**config.mk**
```make
export PLATFORM = sky130hd
export DESIGN_NAME = ppu_div
export DESIGN_NICKNAME = d
export VERILOG_FILES = /design/src/design/particle_pool_update_macros.svh /design/src/design/ppu_pkg.sv /design/src/design/ppu_div.sv
export SDC_FILE = /design/constraint.sdc
export NUM_CORES = 1
export LEC_CHECK = 0
export BUFFER_PORTS_ARGS = -buffer_cell sky130_fd_sc_hd__buf_4
export CORE_ASPECT_RATIO = 1.1
export CORE_MARGIN = 3
export CORE_UTILIZATION = 34
export DETAILED_ROUTE_END_ITERATION = 7
export HOLD_SLACK_MARGIN = 0.15
export PLACE_DENSITY = 0.52
export RECOVER_POWER = 100
export SYNTH_ARGS = -nofsm -noshare
export SYNTH_HDL_FRONTEND = slang
export SYNTH_SLANG_ARGS = --single-unit
```
**constraint.sdc**
```tcl
create_clock -name i_clk -period 8.57 [get_ports i_clk]
set_input_delay 0.4285 -clock i_clk [delete_from_list [all_inputs] [get_ports i_clk]]
set_output_delay 0.4285 -clock i_clk [all_outputs]
set_load 0.01 [all_outputs]
```
**src/design/particle_pool_update_macros.svh**
```systemverilog
// Assertion shorthands for the block's top-level RTL file.
// Each macro samples on the rising edge of i_clk and is disabled while in reset.
`ifndef PARTICLE_POOL_UPDATE_MACROS_SVH
`define PARTICLE_POOL_UPDATE_MACROS_SVH

// Same-cycle implication.
`define PPU_ASSERT_IMP(lbl, ante, cons, msg) \
lbl: assert property (@(posedge i_clk) disable iff (!i_rst_n) (ante) |-> (cons)) \
    else $error(msg);

// Next-cycle implication.
`define PPU_ASSERT_NXT(lbl, ante, cons, msg) \
lbl: assert property (@(posedge i_clk) disable iff (!i_rst_n) (ante) |=> (cons)) \
    else $error(msg);

`endif

```
**src/design/ppu_pkg.sv**
```systemverilog
`timescale 1ns / 1ps

package ppu_pkg;

    // Pool size and the widths that follow from it.
    localparam int PARTICLES = 32;
    localparam int SLOT_W    = (PARTICLES > 1) ? $clog2(PARTICLES) : 1;
    localparam int CNT_W     = $clog2(PARTICLES + 1);

    // Register reset values.
    localparam logic [15:0] GRAVITY_RST = 16'd7887;
    localparam logic [19:0] TAIL_RST    = 20'd32768;

    // Life-fraction divider sizes.
    localparam int QUOT_W = 8;
    localparam int NUM_W  = 31;
    localparam int DEN_W  = 21;

    // Operation codes and register indexes.
    localparam logic OP_SPAWN    = 1'b0;
    localparam logic OP_TICK     = 1'b1;
    localparam logic CFG_GRAVITY = 1'b0;
    localparam logic CFG_TAIL    = 1'b1;

    typedef enum logic [1:0] {
        KIND_SPAWNED = 2'd0,
        KIND_DROPPED = 2'd1,
        KIND_REPORT  = 2'd2
    } t_kind;

    typedef struct packed {
        logic               op;
        logic signed [23:0] pos_x;
        logic signed [23:0] pos_y;
        logic signed [23:0] vel_x;
        logic signed [23:0] vel_y;
        logic [7:0]         red;
        logic [7:0]         green;
        logic [7:0]         blue;
        logic [7:0]         alpha;
        logic [19:0]        life_span;
        logic [15:0]        time_step;
    } t_in;

    typedef struct packed {
        t_kind              kind;
        logic [4:0]         slot;
        logic signed [23:0] head_x;
        logic signed [23:0] head_y;
        logic signed [23:0] tail_x;
        logic signed [23:0] tail_y;
        logic [7:0]         fade_red;
        logic [7:0]         fade_green;
        logic [7:0]         fade_blue;
        logic [7:0]         head_alpha;
        logic               expired;
        logic               last;
    } t_out;

    typedef struct packed {
        logic              done;
        logic [QUOT_W-1:0] quot;
    } t_div_sts;

    typedef enum logic [3:0] {
        S_IDLE,
        S_SPAWN,
        S_FETCH,
        S_MVX,
        S_MVY,
        S_MG,
        S_AGE,
        S_TX,
        S_TY,
        S_TEND,
        S_DMUL,
        S_DSET,
        S_DWAIT,
        S_EMIT
    } t_state;

endpackage

```
**src/design/ppu_div.sv**
```systemverilog
`timescale 1ns / 1ps

// Restoring divider, one quotient bit per cycle. The quotient is known to fit
// in QUOT_W bits, so only that many steps are taken.
module ppu_div import ppu_pkg::*; (
    input  logic             i_clk,
    input  logic             i_rst_n,
    input  logic             i_start,
    input  logic [NUM_W-1:0] i_num,
    input  logic [DEN_W-1:0] i_den,
    output t_div_sts         o_sts
);

    logic [NUM_W-1:0]          r_rem;
    logic [NUM_W-1:0]          r_dvs;
    logic [QUOT_W-1:0]         r_q;
    logic [$clog2(QUOT_W)-1:0] r_cnt;
    logic                      r_busy;
    logic                      r_done;
    logic                      ge;

    assign ge = (r_rem >= r_dvs);

    // Control: step counter and completion pulse.
    always_ff @(posedge i_clk) begin
        if (!i_rst_n) begin
            r_busy <= 1'b0;
            r_done <= 1'b0;
            r_cnt  <= '0;
        end else begin
            r_done <= 1'b0;
            if (i_start) begin
                r_busy <= 1'b1;
                r_cnt  <= ($clog2(QUOT_W))'(QUOT_W - 1);
            end else if (r_busy) begin
                r_cnt <= r_cnt - 1'b1;
                if (r_cnt == '0) begin
                    r_busy <= 1'b0;
                    r_done <= 1'b1;
                end
            end
        end
    end

    // Datapath: compare, subtract and shift the divisor down.
    always_ff @(posedge i_clk) begin
        if (i_start) begin
            r_rem <= i_num;
            r_dvs <= NUM_W'({i_den, {(QUOT_W - 1){1'b0}}});
            r_q   <= '0;
        end else if (r_busy) begin
            if (ge) begin
                r_rem <= r_rem - r_dvs;
            end
            r_dvs <= r_dvs >> 1;
            r_q   <= {r_q[QUOT_W-2:0], ge};
        end
    end

    assign o_sts.done = r_done;
    assign o_sts.quot = r_q;

endmodule

```
* Yosys cells after proc, flatten, opt, wreduce, memory -nomap -nowiden *
Cells that the tools add are included.

operators by class
  $add $sub $neg = 2
  order comparisons = 1
  mux-type cells = 11
  bitwise gates (word level) = 2
  reductions and logical operators = 5

operators with widths
  operator                                                             number
  31-bit 2-to-1 mux                                                    3
  28-bit 2-to-1 mux                                                    2
  31-bit by 28-bit >= comparator with 1-bit output                     1
  31-bit by 28-bit subtractor with 31-bit output                       1
  3-bit 2-to-1 mux                                                     2
  1-bit 2-to-1 mux                                                     4
  2-bit nonzero test                                                   2
  3-bit logical NOT                                                    1
  3-bit OR reduction                                                   1
  3-bit by 1-bit subtractor with 3-bit output (second input constant)  1
  1-bit inverter                                                       2
  2-bit AND reduction                                                  1

word-level totals
  flip-flop bits (word level) = 72
  bits of input ports = 55
  output and inout bits = 9
  word-level logic and storage cells = 28

* Longest topological paths before layout *
Gate-level depths: netlist of run 1.

  word-level depth = 4
  gate-level depth with buffers = 11
  depth with buffers taken out = 11

* Worst setup path after synthesis of run 1 *
Ideal clock, no wire load.

  path type = reg-to-reg
  start = register r_rem[4]
  end = register r_rem[0], enable pin
  setup time = 0.423 ns
  arrival time = 3.380 ns
  data required time = 8.147 ns
  setup slack = 4.767 ns
  cell stages (with the launch flop) = 9
  buffers on the path = 0
  clock period less this slack = 3.803 ns
  cell sequence = edfxtp_1 -> ha_1 -> a21o_1 -> a31o_2 -> o21ai_2 -> o311a_4 -> o41ai_4 -> a31oi_1 -> o21ai_1

on the way
  cells in the longest elaborated chain, start to end = 3

RTL lines
  what                                              line           source
  from (decl)                                       ppu_div.sv:14  logic [NUM_W-1:0] r_rem;
  from (signal assigned)                            ppu_div.sv:48  r_rem <= i_num;
  from (signal assigned)                            ppu_div.sv:53  r_rem <= r_rem - r_dvs;
  31-bit by 28-bit >= comparator with 1-bit output  ppu_div.sv:22  assign ge = (r_rem >= r_dvs);
  2-bit nonzero test (no line)                      n/a
  2-bit AND reduction (no line)                     n/a

No other way between the ends.
A chain may end at the register's enable or synchronous reset.

* Final worst setup path of run 1 *
  start = register r_dvs[3]
  end = register r_rem[2], enable pin

on the way
  cells in the longest elaborated chain, start to end = 3

RTL lines
  what                                              line           source
  from (decl)                                       ppu_div.sv:15  logic [NUM_W-1:0] r_dvs;
  from (signal assigned)                            ppu_div.sv:49  r_dvs <= NUM_W'({i_den, {(QUOT_W - 1){1'b0}}});
  from (signal assigned)                            ppu_div.sv:55  r_dvs <= r_dvs >> 1;
  31-bit by 28-bit >= comparator with 1-bit output  ppu_div.sv:22
  2-bit nonzero test (no line)                      n/a
  2-bit AND reduction (no line)                     n/a

No other way between the ends.

==> metrics.cfg, run 1 <==
[critical_path]
end_kind=register
crit_fanout=28
crit_type=register to register
reg2reg_depth=10
required_ns=8.50
start_kind=register
crit_cells=10
critPathTopFamily=compound AO/OA/AOI/OAI gates
r2r_slack_ns=3.75
critical_path.most_common_cell=o21ai_0
cp_cell_sequence=inv_1, ha_1, nand3_1, a21oi_1, o21ai_0, o311a_4, o41ai_1, a31oi_1, o21ai_0, clkbuf_1
crit_path_max_incr_delay_ns=1.29
slowest_stage=clkbuf_1
arrival_ns=4.76
cp.buffers_inverters=2

[sta]
setup_ws_ns=3.75
fin_crit_sh=0.563
holdWs_ns=0.330
period_minus_slack_ns=4.82
finalMaxSlewViolations=139
max_freq_mhz=207
tightest_slew_ns=2.60
setup_violations=0
finalHoldViolCount=0
timing.setup.tns_ns=0
max_slew_margin=-0.734
finClkSkew_ns=0.0101
rsz0062_at_grt=no

[floorplan]
dieHeight_um=130
core_area_sq_mm=0.0134
chipWidth_um=119
io-pin-count=64
start_util=0.355
die_area_sq_mm=0.0155
rows=44

[status]
status=finished with violations
violations=capacitance limit, slew limit

[cts]
path_clk_slew_ns=0.06
numCtsBuffers=9
root_buffer=clkbuf_16
cts_setup_buffers=0
cts.path.max_buffers=2
clk_latency_ns=0.34
tritoncts=built
ctsHoldBuffers=0
cts-resized-gates=0
clock_sinks=72
h-tree-depth=3

[layout]
finalCoreUtilization=0.417
multi_input_area_sq_mm=0.00251
nFillCells=1399
regArea_sq_mm=0.00196
diodes=0
fin_nets=662
synthToLayoutAreaGrowth_pct=17.4
drive_above_1_share=0.133

[worst_hold_path]
hp-class=primary input to register
whs_path_depth=2

[route]
ant_nets=0
viasPerCell=5.14
drt-pass1-iter-count=4
initialDrtViolationCount=200
drcViolationCount=0
wl_per_cell_um=15.3
num_vias=3930
routed_wl_um=11700

[yosys]
synth_top_cell_by_area=edfxtp_1
synth_top_family_by_area=compound AO/OA/AOI/OAI gates
synthArstFlopShare=0
synth.area.top_cells=edfxtp_1, dfxtp_1, ha_1
post-synth-top-area-fraction=0.327
synth_seq_cells=72
synthMuxAreaShare=0.0383
synth_compound_area_frac=0.206
synth-simple-area-share=0.163
synth_xor_area_frac=0.0441
avgSynthCellArea_sq_um=9.05
ys_seq_area_frac=0.411
synth-adder-area-share=0.0829
synth_cell_types=61
syn_nets=613
syn_area_sq_mm=0.00477
syn_inst=527
synthFlopType=edfxtp_1
synth_edf_count=52
ys_warn_count=0

[grt]
grt_overflow=0
gr-usage-all-layers=0.155
grt_pass1_vias=3812
grt_pass1_wl_um=18800
grt_max_degree=67
antenna_found_initial=0

[power]
seqPwrFrac=0.327
p_sw_mw=0.528
vdd_drop_max_mv=0.118
combinationalPowerShare=0.412
internal_power_mw=0.919
power_density_mw_per_mm2=259
swShare=0.365
p_clk_frac=0.260
leakage_nw=2.25

[place]
post-place-ws_ns=5.35
gp_congestion=0.862
io_buffers=63
place_hpwl_um=8800

[flow_run]
drv_cap=3

cells in the final DEF (no fill, tap or decap), types with 4 or more instances in the layout:
| cell type | synthesis | final |
|---|---|---|
| a21o_1 | 7 | 7 |
| a21oi_1 | 29 | 30 |
| a22o_1 | 9 | 9 |
| and2_1 | 7 | 5 |
| and3_1 | 5 | 5 |
| buf_4 | 1 | 53 |
| clkbuf_1 | 18 | 14 |
| clkbuf_16 | 0 | 11 |
| dfxtp_1 | 20 | 20 |
| edfxtp_1 | 52 | 52 |
| ha_1 | 30 | 30 |
| inv_1 | 40 | 40 |
| mux2i_1 | 16 | 16 |
| nand2_1 | 69 | 69 |
| nand3_1 | 13 | 13 |
| nand4_1 | 7 | 7 |
| nor2_1 | 40 | 40 |
| nor3_1 | 9 | 9 |
| o21a_1 | 5 | 5 |
| o21ai_0 | 24 | 42 |
| o21ai_1 | 25 | 8 |
| o21bai_1 | 4 | 4 |
| o22ai_1 | 4 | 4 |
| o31ai_1 | 15 | 15 |
| xnor2_1 | 16 | 16 |
| xor2_1 | 8 | 8 |
area by class of cell:
| cell class | instances | area share |
|---|---|---|
| tap | 184 | 0.0411 |
| inverter | 40 | 0.0268 |
| multi-input combinational | 388 | 0.448 |
| sequential | 72 | 0.351 |
| clock inverter | 3 | 0.00335 |
| timing repair buffer | 65 | 0.0791 |
| clock buffer | 13 | 0.0505 |
power groups by stage:
stage	Sequential, mW	Clock, mW	Combinational [mW]
global placement	0.478	0	0.609
global route	0.481	0.403	0.667
floorplan	0.470	0	0.470
CTS	0.474	0.389	0.616
detailed placement	0.481	0	0.611
finish	0.474	0.377	0.597
synthesized netlist by cell type, types with 9 or more instances:
cell type  number
mux2i_1        16
a22o_1          9
edfxtp_1       52
nor2_1         40
nand2_1        69
xnor2_1        16
o31ai_1        15
nand3_1        13
dfxtp_1        20
nor3_1          9
o21ai_0        24
a21oi_1        29
inv_1          40
clkbuf_1       18
o21ai_1        25
ha_1           30
sequential cells by signal, summed over array words and instances (netlist names):
register,cells
r_busy,1
r_cnt,3
r_done,1
r_dvs,28
r_q,8
r_rem,31
per-stage QoR:
stage	std cells	instance area, sq um	power [mW]
3_5_place_dp	749	5380	1.09
3_3_place_gp	749	5380	1.09
2_1_floorplan	527	4770	0.940
6_report	765	5600	1.45
4_1_cts	765	5680	1.48
5_1_grt	765	5600	1.55
cells by family after synthesis:
group / after synthesis
flops: 72
compound gates: 146
mux: 18
simple gates: 169
fa+ha+maj: 31
buf+inv: 67
xor+xnor: 24
worst paths after layout:
check | startpoint | endpoint
hold / removal | i_rst_n | r_busy
setup reg to reg | r_dvs[3] | r_rem[2]
hold reg to reg | r_q[7] | r_q[7]
setup / recovery | r_dvs[3] | r_rem[2]
worst register-to-register path, stage by stage (launching register included):
cell and delay, ns:
dfxtp_1 0.35, inv_1 0.05, ha_1 0.35, nand3_1 0.12, a21oi_1 0.16, o21ai_0 0.19
o311a_4 0.43, o41ai_1 0.76, a31oi_1 0.22, o21ai_0 0.48, clkbuf_1 1.29
layer usage:
metal | global-route usage | wire length, um | up-vias
li1 | - | - | 2000
met1 | 0.200 | 5650 | 1835
met2 | 0.253 | 5370 | 82
met3 | 0.0377 | 502 | 13
met4 | 0.0607 | 206 | 0
met5 | 0 | 0 | -
Power figures use the tool's default switching activity.
==> run 2: changes to the inputs <==
- clock period: 8.57 -> 4.82 ns (I/O delays scaled with it)
==> metrics.cfg, run 2 (same netlist as run 1, synthesis figures left out) <==
[status]
status=finished with violations
violations=capacitance limit, slew limit

[cts]
clock_sinks=72  ; unchanged
root_buffer=clkbuf_16
h-tree-depth=3  ; unchanged
cts.path.max_buffers=2  ; unchanged
path_clk_slew_ns=0.06  ; about the same
clk_latency_ns=0.35  ; about the same
numCtsBuffers=9  ; unchanged
tritoncts=built

[sta]
finalMaxSlewViolations=43  ; -69%
finClkSkew_ns=0.00859  ; -0.00151 ns
timing.setup.tns_ns=0  ; unchanged
setup_violations=0  ; unchanged
max_freq_mhz=265  ; +28%
period_minus_slack_ns=3.78  ; -1.04 ns
fin_crit_sh=0.784  ; +0.222
finalHoldViolCount=0  ; unchanged
max_slew_margin=-0.0813  ; +0.652
tightest_slew_ns=1.62  ; -0.979 ns
rsz0062_at_grt=no

[route]
drcViolationCount=0  ; unchanged
viasPerCell=5.09  ; -0.97%
drt-pass1-iter-count=5  ; +1
initialDrtViolationCount=183  ; -8.5%
ant_nets=0  ; unchanged
wl_per_cell_um=15.3  ; -0.31%
routed_wl_um=11700  ; about the same
num_vias=3902  ; -0.71%

[critical_path]
start_kind=register
end_kind=register
required_ns=4.81  ; -3.69 ns
crit_type=register to register
arrival_ns=3.77  ; -0.99 ns
crit_fanout=28  ; unchanged

[layout]
post-route-cell-area_sq_mm=0.00562  ; +0.36%
final_common_cell=nand2_1
nFillCells=1432  ; +2.4%
diodes=0  ; unchanged
largest_register_ffs=31  ; unchanged
drive_above_1_share=0.137  ; +0.00469
fin_nets=664  ; +0.30%
synthToLayoutAreaGrowth_pct=17.8
largest_register=r_rem
reg_top3=r_rem x31, r_dvs x28, r_q x8
mostFrequentLayoutCells=nand2_1, buf_4, edfxtp_1

[floorplan]
dieHeight_um=130  ; unchanged
io-pin-count=64  ; unchanged
rows=44  ; unchanged
core_area_sq_mm=0.0134  ; unchanged
die_area_sq_mm=0.0155  ; unchanged
chipWidth_um=119  ; unchanged
start_util=0.355  ; unchanged

[worst_hold_path]
hp-class=primary input to register

[power]
internal_power_mw=1.65  ; +79%
leakage_nw=2.27  ; +0.75%
power_density_mw_per_mm2=461  ; +78%
p_clk_frac=0.267  ; +0.007
combinationalPowerShare=0.411  ; about the same
vdd_drop_max_mv=0.191  ; +61%
seqPwrFrac=0.322  ; -0.005
p_sw_mw=0.940  ; +78%
swShare=0.363  ; -0.00144

[grt]
grt_overflow=0  ; unchanged
gr-usage-all-layers=0.157  ; +0.00169
grt_pass1_wl_um=19200  ; +1.8%
grt_pass1_vias=3888  ; +2.0%
antenna_found_initial=0  ; unchanged
grt_max_degree=67  ; unchanged

[place]
dpl_cell_area_sq_mm=0.00539  ; +0.14%
place_hpwl_um=8770  ; -0.31%
io_buffers=63  ; unchanged
gp_congestion=0.861  ; -0.10%

[flow_run]
drv_cap=1  ; -2

==> run 2: worst paths after layout <==
path	startpoint	end	slack, ns	cells after the start
max	r_dvs[2]	r_rem[17]	1.04	10
min	i_den[12]	r_dvs[19]	0.17	3
max reg2reg	r_dvs[2]	r_rem[17]	1.04	10
min reg2reg	r_q[7]	r_q[7]	0.49	2
==> run 2: power groups by stage <==
stage	clock network [mW]	registers [mW]	logic (mW)
after global placement	0	0.844	1.09
after floorplan	0	0.836	0.836
after global routing	0.731	0.846	1.21
after detailed placement	0	0.847	1.09
after CTS	0.705	0.835	1.10
final	0.690	0.834	1.06
==> run 2: area by class of cell <==
type,instances,area (sq um),area share
clock inverter,3,20.0,0.00356
multi-input combinational,388,2500,0.445
clock buffer,13,293,0.0521
tap,184,230,0.0410
inverter,40,150,0.0267
timing repair buffer,67,462,0.0822
sequential,72,1960,0.349
==> run 2: what timing repair did <==
item / in CTS / in global routing
buffers inserted: 0 / 0
resized for setup: 0 / 0
hold buffers: 1 / 0
hold endpoints to repair: 1 / 0
==> run 2: worst max-delay path: stages (launching register included) <==
cell and delay [ns]:
dfxtp_1 0.35, inv_1 0.06, ha_1 0.36, nand3_1 0.12, a21oi_1 0.17, o21ai_0 0.18, o311a_4 0.42, o41ai_1 0.76
a31oi_1 0.28, o21ai_2 0.28, buf_4 0.45
==> run 2: metrics by stage <==
step,hold WS [ns],power [mW],util,worst slack [ns],instances
6_report,0.174,2.59,0.418,1.04,767
2_1_floorplan,0.363,1.67,-,1.02,527
3_3_place_gp,0.477,1.93,0.401,1.70,750
4_1_cts,0.167,2.64,0.425,1.59,767
5_1_grt,0.178,2.78,0.418,0.748,767
3_5_place_dp,0.484,1.94,0.401,1.61,750
==> run 2: per-layer routing <==
layer | track usage | part of all wire | up-vias
met5 | 0 | 0 | -
met4 | 0.0586 | 0.015 | 0
met3 | 0.0334 | 0.046 | 14
met2 | 0.257 | 0.46 | 81
met1 | 0.206 | 0.48 | 1816
li1 | - | - | 1991
==> run 3: changes to the inputs <==
- PLACE_DENSITY: 0.52 -> 0.54
- clock period: 4.82 -> 3.2 ns (I/O delays scaled with it)
==> metrics.cfg, run 3 (same netlist as run 1, synthesis figures left out) <==
[critical_path]
start_kind=register
end_kind=register
crit_fanout=5  ; -82%
required_ns=3.24  ; -1.57 ns
crit_type=register to register
r2r_slack_ns=0.20  ; -0.84 ns
regToRegStartpoint=r_rem[0]
reg2reg_to=r_rem[24]
reg2reg_depth=12  ; +2
arrival_ns=3.04  ; -0.73 ns

[power]
vdd_drop_max_mv=0.249  ; +30%
seqPwrFrac=0.323  ; about the same
p_total_mw=3.89  ; +50%
p_clk_frac=0.242  ; -0.025
leakage_nw=2.48  ; +9.6%
swShare=0.375  ; +0.0117
p_sw_mw=1.46  ; +55%
power_density_mw_per_mm2=637  ; +38%
combinationalPowerShare=0.435  ; +0.024
internal_power_mw=2.43  ; +48%

[grt]
antenna_found_initial=0  ; unchanged
grt_overflow=0  ; unchanged
grt_pass1_wl_um=20100  ; +5.1%
grtUsageMet1=0.210  ; +0.00416
gr-usage-met2=0.275  ; +0.0181
busiest_layer=met2
global_route.usage.met3=0.0342  ; +0.000867
gr-usage-all-layers=0.164  ; +0.00710
grt_pass1_vias=4062  ; +4.5%
grt_max_degree=77  ; +15%

[route]
routed_wl_um=12100  ; +3.1%
initialDrtViolationCount=230  ; +26%
viasPerCell=5.05  ; -0.64%
ant_nets=0  ; unchanged
drcViolationCount=0  ; unchanged
drt-pass1-iter-count=4  ; -1
wl_per_cell_um=14.7  ; -3.6%
num_vias=4145  ; +6.2%

[place]
dp.cells=756  ; +0.80%
dpl_cell_area_sq_mm=0.00545  ; +1.2%
gp_congestion=0.880  ; +2.2%
io_buffers=63  ; unchanged
place_hpwl_um=8770  ; about the same

[cts]
path_clk_slew_ns=0.07  ; about the same
h-tree-depth=3  ; unchanged
clock_sinks=72  ; unchanged
root_buffer=clkbuf_16
clk_latency_ns=0.35  ; about the same
tritoncts=built
cts.path.max_buffers=2  ; unchanged
cts_setup_buffers=0  ; unchanged
numCtsBuffers=9  ; unchanged

[layout]
mostFrequentLayoutCells=nand2_1, buf_4, edfxtp_1
multi_input_area_sq_mm=0.00253  ; +1.2%
regArea_sq_mm=0.00196  ; unchanged
fin_nets=717  ; +8.0%
diodes=0  ; unchanged
reg_top3=r_rem x31, r_dvs x28, r_q x8
largest_register=r_rem
drive_above_1_share=0.135  ; -0.00200
final_common_cell=nand2_1
finalCoreUtilization=0.455  ; +0.0371
stdcell_count=820  ; +6.9%
nFillCells=1362  ; -4.9%
post-route-cell-area_sq_mm=0.00611  ; +8.9%
largest_register_ffs=31  ; unchanged
synthToLayoutAreaGrowth_pct=28.2

[sta]
timing.setup.tns_ns=0  ; unchanged
setup_violations=0  ; unchanged
finalMaxSlewViolations=0  ; -100%
fin_crit_sh=0.938  ; +0.154
tightest_slew_ns=1.43  ; -0.187 ns
finClkSkew_ns=0.0118  ; +0.00317 ns
rsz0062_at_grt=no
finalHoldViolCount=0  ; unchanged
max_slew_margin=0.0434  ; +0.125
max_freq_mhz=333  ; +26%
period_minus_slack_ns=3.00  ; -0.777 ns

[worst_hold_path]
worstHoldStart=i_num[25]
hp-class=primary input to register
hold_end=r_rem[25]
whs_path_depth=3  ; unchanged

[floorplan]
io-pin-count=64  ; unchanged
core_area_sq_mm=0.0134  ; unchanged
die_area_sq_mm=0.0155  ; unchanged
rows=44  ; unchanged
dieHeight_um=130  ; unchanged
start_util=0.355  ; unchanged
chipWidth_um=119  ; unchanged

[flow_run]
drv_cap=0  ; -1

[status]
status=complete, no violations

run 3: worst max-delay path by stage:
stage               startpoint         to  slack (ns)  cells after the start
floorplan             r_rem[4]   r_rem[0]        0.24                      8
global placement      r_dvs[3]  r_rem[14]        0.30                     10
detailed placement    r_dvs[4]  r_rem[14]        0.22                     10
CTS                   r_dvs[4]  r_rem[16]        0.18                     10
global route          r_rem[0]  r_rem[26]        0.01                     12
finish                r_rem[0]  r_rem[24]        0.20                     12
run 3: through the flow:
step	setup WS (ns)	hold slack, ns
6_report	0.197	0.176
5_1_grt	0.00998	0.160
4_1_cts	0.185	0.161
3_5_place_dp	0.221	0.407
3_3_place_gp	0.299	0.405
2_1_floorplan	0.236	0.282
run 3: layout make-up:
class / count / area share
clock buffers: 10 / 0.0374
multi-input cells: 388 / 0.414
clock inverters: 6 / 0.00716
well taps: 184 / 0.0377
inverters: 40 / 0.0246
flip-flops and latches: 72 / 0.321
repair buffers: 120 / 0.159
run 3: power by group through the flow:
stage / Sequential (mW) / Combinational [mW] / Clock [mW]
floorplan: 1.26 / 1.26 / 0
global placement: 1.27 / 1.67 / 0
detailed placement: 1.28 / 1.67 / 0
CTS: 1.26 / 1.73 / 0.966
global route: 1.27 / 1.91 / 1.01
finish: 1.26 / 1.69 / 0.941
run 3: critical path: stages (launching register included):
cell and delay [ns]:
edfxtp_1 0.36, inv_1 0.06, ha_1 0.15, inv_1 0.06, fa_1 0.39, a21o_1 0.22, a221oi_2 0.22, clkbuf_1 0.29
o31ai_1 0.14, nor2_1 0.39, a21oi_1 0.16, xnor2_1 0.17, o21ai_0 0.08
run 3: per-layer routing:
layer  up-vias  part of all wire
li1       2109                 -
met1      1939              0.48
met2        80              0.46
met3        17             0.036
met4         0             0.022
met5         -                 0
run 3: what timing repair did:
item / in CTS / in global routing
endpoints found under the hold margin: 52 / 0
hold buffers: 48 / 0
resized for setup: 0 / 0
